`src/hdl/udr_pkg.sv`:
```
`timescale 1ns / 1ps

package udr_pkg;

  // operand width selector carried with each request
  typedef enum logic [1:0] {
    CMD_W8   = 2'd0,
    CMD_W16  = 2'd1,
    CMD_WMAX = 2'd2
  } udr_cmd_e;

  // narrow operand widths
  localparam int unsigned NARROW8_BITS  = 8;
  localparam int unsigned NARROW16_BITS = 16;

endpackage

```
`src/hdl/udr_if.sv`:
```
`timescale 1ns / 1ps

// operand request channel
interface udr_req_if #(
  parameter int unsigned W = 32
);
  import udr_pkg::*;

  logic         valid;
  logic         ready;
  udr_cmd_e     command;
  logic [W-1:0] dividend;
  logic [W-1:0] divisor;

  modport source (output valid, command, dividend, divisor, input ready);
  modport sink   (input valid, command, dividend, divisor, output ready);
endinterface

// result channel
interface udr_rsp_if #(
  parameter int unsigned W = 32
);
  logic         valid;
  logic         ready;
  logic [W-1:0] quotient;
  logic [W-1:0] remainder;
  logic         div_by_zero;

  modport source (output valid, quotient, remainder, div_by_zero, input ready);
  modport sink   (input valid, quotient, remainder, div_by_zero, output ready);
endinterface

```
`src/hdl/udr_cell.sv`:
```
`timescale 1ns / 1ps

module udr_cell #(
  parameter int unsigned W = 32
) (
  input  logic                clk_i,
  input  logic                rst_ni,
  input  logic                adv_i,
  input  logic                valid_i,
  input  udr_pkg::udr_cmd_e   cmd_i,
  input  logic [W-1:0]        rem_i,
  input  logic [W-1:0]        acc_i,
  input  logic [W-1:0]        dvs_i,
  output logic                valid_o,
  output udr_pkg::udr_cmd_e   cmd_o,
  output logic [W-1:0]        rem_o,
  output logic [W-1:0]        acc_o,
  output logic [W-1:0]        dvs_o
);
  import udr_pkg::*;

  logic              valid_q;
  udr_cmd_e          cmd_q;
  logic [W-1:0]      rem_q, rem_d;
  logic [W-1:0]      acc_q, acc_d;
  logic [W-1:0]      dvs_q;
  logic [W:0]        shifted;
  logic [W:0]        diff;
  logic              ge;

  // one restoring step: bring in the next dividend bit, trial subtract
  always_comb begin
    shifted = {rem_i, acc_i[W-1]};
    diff    = shifted - {1'b0, dvs_i};
    ge      = ~diff[W];
    rem_d   = ge ? diff[W-1:0] : shifted[W-1:0];
    acc_d   = {acc_i[W-2:0], ge};
  end

  // valid flag
  always_ff @(posedge clk_i or negedge rst_ni) begin
    if (!rst_ni) begin
      valid_q <= 1'b0;
    end else if (adv_i) begin
      valid_q <= valid_i;
    end
  end

  // step data
  always_ff @(posedge clk_i) begin
    if (adv_i) begin
      cmd_q <= cmd_i;
      rem_q <= rem_d;
      acc_q <= acc_d;
      dvs_q <= dvs_i;
    end
  end

  assign valid_o = valid_q;
  assign cmd_o   = cmd_q;
  assign rem_o   = rem_q;
  assign acc_o   = acc_q;
  assign dvs_o   = dvs_q;

endmodule

```
`src/hdl/unsigned_divide_remainder.sv`:
```
`timescale 1ns / 1ps

// channel  | dir | payload                                  | handshake
// ---------+-----+------------------------------------------+------------
// in_i     | in  | command, dividend, divisor               | valid/ready
// out_o    | out | quotient, remainder, div_by_zero         | valid/ready
//
// one request per cycle while out_o is not stalled; each request passes through the chain of cells,
// one cell per quotient bit, each cell one trial subtraction
// rst_ni clears the valid flags of all cells; no data is reset
// a result waiting at the output with out_o.ready low holds the whole chain
// and drops in_i.ready; empty slots inside the chain are not squeezed out
module unsigned_divide_remainder #(
  parameter int unsigned MAX_WIDTH = 32
) (
  input  logic        clk_i,
  input  logic        rst_ni,
  udr_req_if.sink     in_i,
  udr_rsp_if.source   out_o
);
  import udr_pkg::*;

  localparam int unsigned W = MAX_WIDTH;
  localparam logic [W-1:0] MASK8  = W'(64'((64'd1 << NARROW8_BITS) - 64'd1));
  localparam logic [W-1:0] MASK16 = W'(64'((64'd1 << NARROW16_BITS) - 64'd1));
  localparam logic [W-1:0] MASKW  = '1;

  logic         vld_s [0:W];
  udr_cmd_e     cmd_s [0:W];
  logic [W-1:0] rem_s [0:W];
  logic [W-1:0] acc_s [0:W];
  logic [W-1:0] dvs_s [0:W];
  logic [W-1:0] in_mask;
  logic [W-1:0] out_mask;
  logic         adv;

  // width mask from the selector; the reserved code takes the full width
  function automatic logic [W-1:0] sel_mask(input udr_cmd_e cmd);
    logic [W-1:0] m;
    case (cmd)
      CMD_W8:   m = MASK8;
      CMD_W16:  m = MASK16;
      CMD_WMAX: m = MASKW;
      default:  m = MASKW;
    endcase
    return m;
  endfunction

  // the chain moves whenever the last cell is empty or being drained
  assign adv       = ~vld_s[W] | out_o.ready;
  assign in_i.ready = adv;

  // feed the first cell with operands cut to the selected width
  assign in_mask  = sel_mask(in_i.command);
  assign vld_s[0] = in_i.valid;
  assign cmd_s[0] = in_i.command;
  assign rem_s[0] = '0;
  assign acc_s[0] = in_i.dividend & in_mask;
  assign dvs_s[0] = in_i.divisor & in_mask;

  // chain of restoring cells, one quotient bit each
  for (genvar k = 0; k < W; k++) begin : g_cell
    udr_cell #(.W(W)) u_cell (
      .clk_i   (clk_i),
      .rst_ni  (rst_ni),
      .adv_i   (adv),
      .valid_i (vld_s[k]),
      .cmd_i   (cmd_s[k]),
      .rem_i   (rem_s[k]),
      .acc_i   (acc_s[k]),
      .dvs_i   (dvs_s[k]),
      .valid_o (vld_s[k+1]),
      .cmd_o   (cmd_s[k+1]),
      .rem_o   (rem_s[k+1]),
      .acc_o   (acc_s[k+1]),
      .dvs_o   (dvs_s[k+1])
    );
  end

  // result; a zero divisor leaves all ones in the quotient, cut to width
  assign out_mask          = sel_mask(cmd_s[W]);
  assign out_o.valid       = vld_s[W];
  assign out_o.quotient    = acc_s[W] & out_mask;
  assign out_o.remainder   = rem_s[W];
  assign out_o.div_by_zero = (dvs_s[W] == '0);

`ifndef NO_ASSERTIONS
  // remainder stays below a nonzero divisor
  a_rem_below: assert property (@(posedge clk_i) disable iff (!rst_ni)
    (out_o.valid && !out_o.div_by_zero) |-> (out_o.remainder < dvs_s[W]))
    else $error("remainder not below divisor");

  // zero divisor gives all ones at the selected width
  a_dz_quot: assert property (@(posedge clk_i) disable iff (!rst_ni)
    (out_o.valid && out_o.div_by_zero) |-> (out_o.quotient == out_mask))
    else $error("zero divisor quotient not all ones");

  // nothing above the selected width
  a_upper_zero: assert property (@(posedge clk_i) disable iff (!rst_ni)
    out_o.valid |-> (((out_o.quotient | out_o.remainder) & ~out_mask) == '0))
    else $error("result bits above selected width");

  // a stalled result keeps its slot in the last cell
  a_hold_last: assert property (@(posedge clk_i) disable iff (!rst_ni)
    (vld_s[W] && !out_o.ready) |=> (vld_s[W] && $stable(acc_s[W])))
    else $error("stalled result lost");
`endif

endmodule

```
`src/flat_wrapper.sv`:
```
// flat-port wrapper written by rule: the top's interface ports become plain ports
module unsigned_divide_remainder_flat import udr_pkg::*;
#(
  parameter int unsigned MAX_WIDTH = 32
)
  (clk_i, rst_ni, in_i_valid, in_i_command, in_i_dividend, in_i_divisor, in_i_ready, out_o_valid, out_o_quotient, out_o_remainder, out_o_div_by_zero, out_o_ready);
  udr_req_if #(.W(MAX_WIDTH)) in_i_i ();
  udr_rsp_if #(.W(MAX_WIDTH)) out_o_i ();
  input  logic clk_i;
  input  logic rst_ni;
  input wire logic [$bits(in_i_i.valid)-1:0] in_i_valid;
  input wire logic [$bits(in_i_i.command)-1:0] in_i_command;
  input wire logic [$bits(in_i_i.dividend)-1:0] in_i_dividend;
  input wire logic [$bits(in_i_i.divisor)-1:0] in_i_divisor;
  output wire logic [$bits(in_i_i.ready)-1:0] in_i_ready;
  output wire logic [$bits(out_o_i.valid)-1:0] out_o_valid;
  output wire logic [$bits(out_o_i.quotient)-1:0] out_o_quotient;
  output wire logic [$bits(out_o_i.remainder)-1:0] out_o_remainder;
  output wire logic [$bits(out_o_i.div_by_zero)-1:0] out_o_div_by_zero;
  input wire logic [$bits(out_o_i.ready)-1:0] out_o_ready;
  assign in_i_i.valid = in_i_valid;
  assign in_i_i.command = in_i_command;
  assign in_i_i.dividend = in_i_dividend;
  assign in_i_i.divisor = in_i_divisor;
  assign in_i_ready = in_i_i.ready;
  assign out_o_valid = out_o_i.valid;
  assign out_o_quotient = out_o_i.quotient;
  assign out_o_remainder = out_o_i.remainder;
  assign out_o_div_by_zero = out_o_i.div_by_zero;
  assign out_o_i.ready = out_o_ready;
  unsigned_divide_remainder #(.MAX_WIDTH(MAX_WIDTH)) u_core (.clk_i(clk_i), .rst_ni(rst_ni), .in_i(in_i_i), .out_o(out_o_i));
endmodule
```
`config.mk`:
```
export PLATFORM = sky130hd
export DESIGN_NAME = unsigned_divide_remainder_flat
export DESIGN_NICKNAME = d
export VERILOG_FILES = /design/src/hdl/udr_pkg.sv /design/src/hdl/udr_if.sv /design/src/hdl/udr_cell.sv /design/src/hdl/unsigned_divide_remainder.sv /design/src/flat_wrapper.sv
export SDC_FILE = /design/constraint.sdc
export NUM_CORES = 2
export LEC_CHECK = 0
export BUFFER_PORTS_ARGS = -buffer_cell sky130_fd_sc_hd__buf_4
export CAP_MARGIN = 25
export CORE_MARGIN = 2
export CORE_UTILIZATION = 45
export DETAILED_ROUTE_END_ITERATION = 12
export SLEW_MARGIN = 20
export SYNTH_ARGS = -nofsm -noshare
export SYNTH_HDL_FRONTEND = slang
export SYNTH_SLANG_ARGS = --single-unit
```
`constraint.sdc`:
```
create_clock -name clk_i -period 316.6 [get_ports clk_i]
set_input_delay 63.32 -clock clk_i [delete_from_list [all_inputs] [get_ports clk_i]]
set_output_delay 63.32 -clock clk_i [all_outputs]
set_load 0.03 [all_outputs]
```
==> impl_metrics.tcl <==
set metrics [dict create \
    outcome "finished, final reports clean" \
    dp_hpwl_um 250000 \
    synth_most_common_cell "edfxtp_1" \
    vias 96480 \
    endpoint_kind "output port" \
    reg2regPathDepth 9 \
    setup-violations-final 0 \
    grt_usage_pct 18.6 \
    clk-insertion-delay-late_ps 950 \
    max_freq_mhz 7.85 \
    worstSetupPathType "in -> out" \
    gp_congestion 0.875 \
    io_buffer_count 136 \
    fin_cells 17806 \
    r2r-end "u_core.g_cell[7].u_cell.rem_o[24]$_DFFE_PP_" \
    hold_viol 0 \
    synth_cell_type_count 94 \
    fp-row-count 218 \
    path_cells "buf_4, nand2b_4, buf_4" \
    overflow 0 \
    slew_headroom_pct 30.2 \
    reg2reg_from "u_core.g_cell[31].u_cell.valid_o$_DFFE_PN0P_" \
    synthArstFlopShare_pct 1.01 \
    wl_per_cell_um 19.2 \
    cts-root-buf "clkbuf_16" \
    min_to "u_core.g_cell[25].u_cell.cmd_o[0]$_DFFE_PP_" \
    drv_cap 0 \
    startpoint_type "input pin" \
    synth-seq-area-share_pct 59.6 \
    viasPerCell 5.42 \
    critPathRequiredTime_ps 253280 \
    syn_inst 12484 \
    dr.pass1.iters 6 \
    dpl.cell_count 17160 \
    antenna_left 0 \
    clockBufferDepth 4 \
    cts_max_level 5 \
    cts_tree "yes" \
    die_x_um 599 \
    synth_area_leaders "edfxtp_1 59%, ha_1 7.8%, mux2_2 4.9%" \
    period_minus_slack_ps 127430 \
    drive_gt1_share_pct 11.8 \
    nets 13889 \
    grt_pass1_wl_um 534000 \
    synth-seq-cells 3168 \
    setup_tns_ps 0 \
    worst-endpoint-arrival_ps 64110 \
    synth_area_leader_cell "edfxtp_1" \
    yosys_warnings 0 \
    numCtsBuffers 355 \
    yosys.area.top_type_share_pct 59.1 \
    initial_utilization_pct 45.2 \
    syn_avg_cell_area_um2 12.8 \
    maxSlewViolCount 0 \
    cpMostUsedCell "buf_4" \
    hold-path-cell-count 0 \
    cp_slowest_cell "buf_4" \
    ys_dominant_reg_cell "edfxtp_1" \
    dieArea_mm2 0.359 \
    clk_pin_slew_ps 60 \
    hp-class "reg -> reg" \
    syn2layout_area_growth_pct 11.6 \
    reg2reg_slack_ps 309290 \
    finalWirelength_um 342000 \
    drc 0 \
    core_area_mm2 0.353 \
    antenna_found_initial 6 \
    ctsResizeCount 0 \
    synthesis.area_mm2 0.159 \
    worstMarginPinSlew_ps 1040 \
    hold_start "u_core.g_cell[24].u_cell.cmd_o[0]$_DFFE_PP_" \
    synthTopCellsByCount "3136 x edfxtp_1, 1214 x inv_1, 994 x ha_1, 881 x a21oi_1, 729 x nand2_1" \
    path_buf_inv 2 \
    die_height_um 599 \
    grt_pass1_vias 96468 \
    drtIter0Drc 6753 \
    cts_sinks 3168 \
    final.period_utilization_pct 40.2 \
    cp_top_family "buffers and inverters" \
    ios 137 \
    synth_edf_count 3136 \
    rsz0062_at_grt "false" \
    skew_ps 79.9 \
    ctsHoldBuffers 0 \
    cp_max_fo 4 \
    max_stage_delay_ps 300 \
    grt_max_degree 187 \
    cts_setup_buffers 0 \
]
cell families (layout without fill, tap and decap cells):
group / after synthesis / after routing / share of synthesized area (%)
xor+xnor: 850 / 850 / 4.68
compound gates: 3002 / 3002 / 12.0
fa+ha+maj: 1025 / 1025 / 8.19
simple gates: 2165 / 2165 / 6.43
mux: 781 / 781 / 5.53
other cells: 1 / 16 / 0.00235
flops: 3168 / 3168 / 59.6
buf+inv: 1492 / 2069 / 3.60
layout by cell type, fill, tap and decap left out, drive strengths merged, types with 137 or more instances in the layout:
| cell type | synthesis | final |
|---|---|---|
| buf | 73 | 217 |
| a21o | 454 | 454 |
| edfxtp | 3136 | 3136 |
| a21oi | 886 | 886 |
| inv | 1214 | 1230 |
| ha | 994 | 994 |
| clkbuf | 205 | 433 |
| xor2 | 306 | 306 |
| o21a | 166 | 166 |
| nor2 | 524 | 524 |
| xnor2 | 544 | 544 |
| o21ai | 702 | 702 |
| nand2 | 729 | 729 |
| mux2 | 718 | 718 |
| nand3 | 156 | 156 |
| nor2b | 150 | 150 |
| clkinv | 0 | 137 |
worst max path at each step:
stage	startpoint	cells after the start	to
floorplan	out_o_ready	3	in_i_ready
global placement	out_o_ready	3	in_i_ready
detailed placement	out_o_ready	3	in_i_ready
CTS	out_o_ready	3	in_i_ready
global route	out_o_ready	3	in_i_ready
finish	out_o_ready	3	in_i_ready
metrics by stage:
stage	util [%]	worst slack (ps)	hold WS [ps]	cell area, µm²
after floorplan	-	105090	400	159000
after global placement	47.1	189080	400	166000
after detailed placement	47.2	189080	405	166000
after CTS	50.4	189080	367	178000
after global routing	50.4	189110	397	178000
final	50.4	189170	372	178000
routing by layer:
metal  wire length (µm)  part of all wire, %  GRT usage, %
met5                  0                    0             0
met4              12300                  3.6          6.72
met3              11800                  3.4          2.09
met2             172000                   50          33.2
met1             146000                   43          23.3
registers in the layout (all words and copies together), names as in the netlist:
signal / cells
u_core.g_cell.u_cell.acc_o: 1024
u_core.g_cell.u_cell.dvs_o: 1024
u_core.g_cell.u_cell.rem_o: 1024
u_core.g_cell.u_cell.cmd_o: 64
u_core.g_cell.u_cell.valid_o: 32
cell type report:
type                       instances  area [µm²]
fill                           30122      175000
sequential                      3168       95000
multi-input combinational       7838       59100
clock buffer                     433        9300
tap                             4730        5920
inverter                        1214        4560
clock inverter                   205        2150
timing repair buffer             217        1910
antenna                            1        2.50
Power is left out: the tool's default activity adds up to more than one toggle a clock period on the data nets, which glitch-free logic cannot reach.
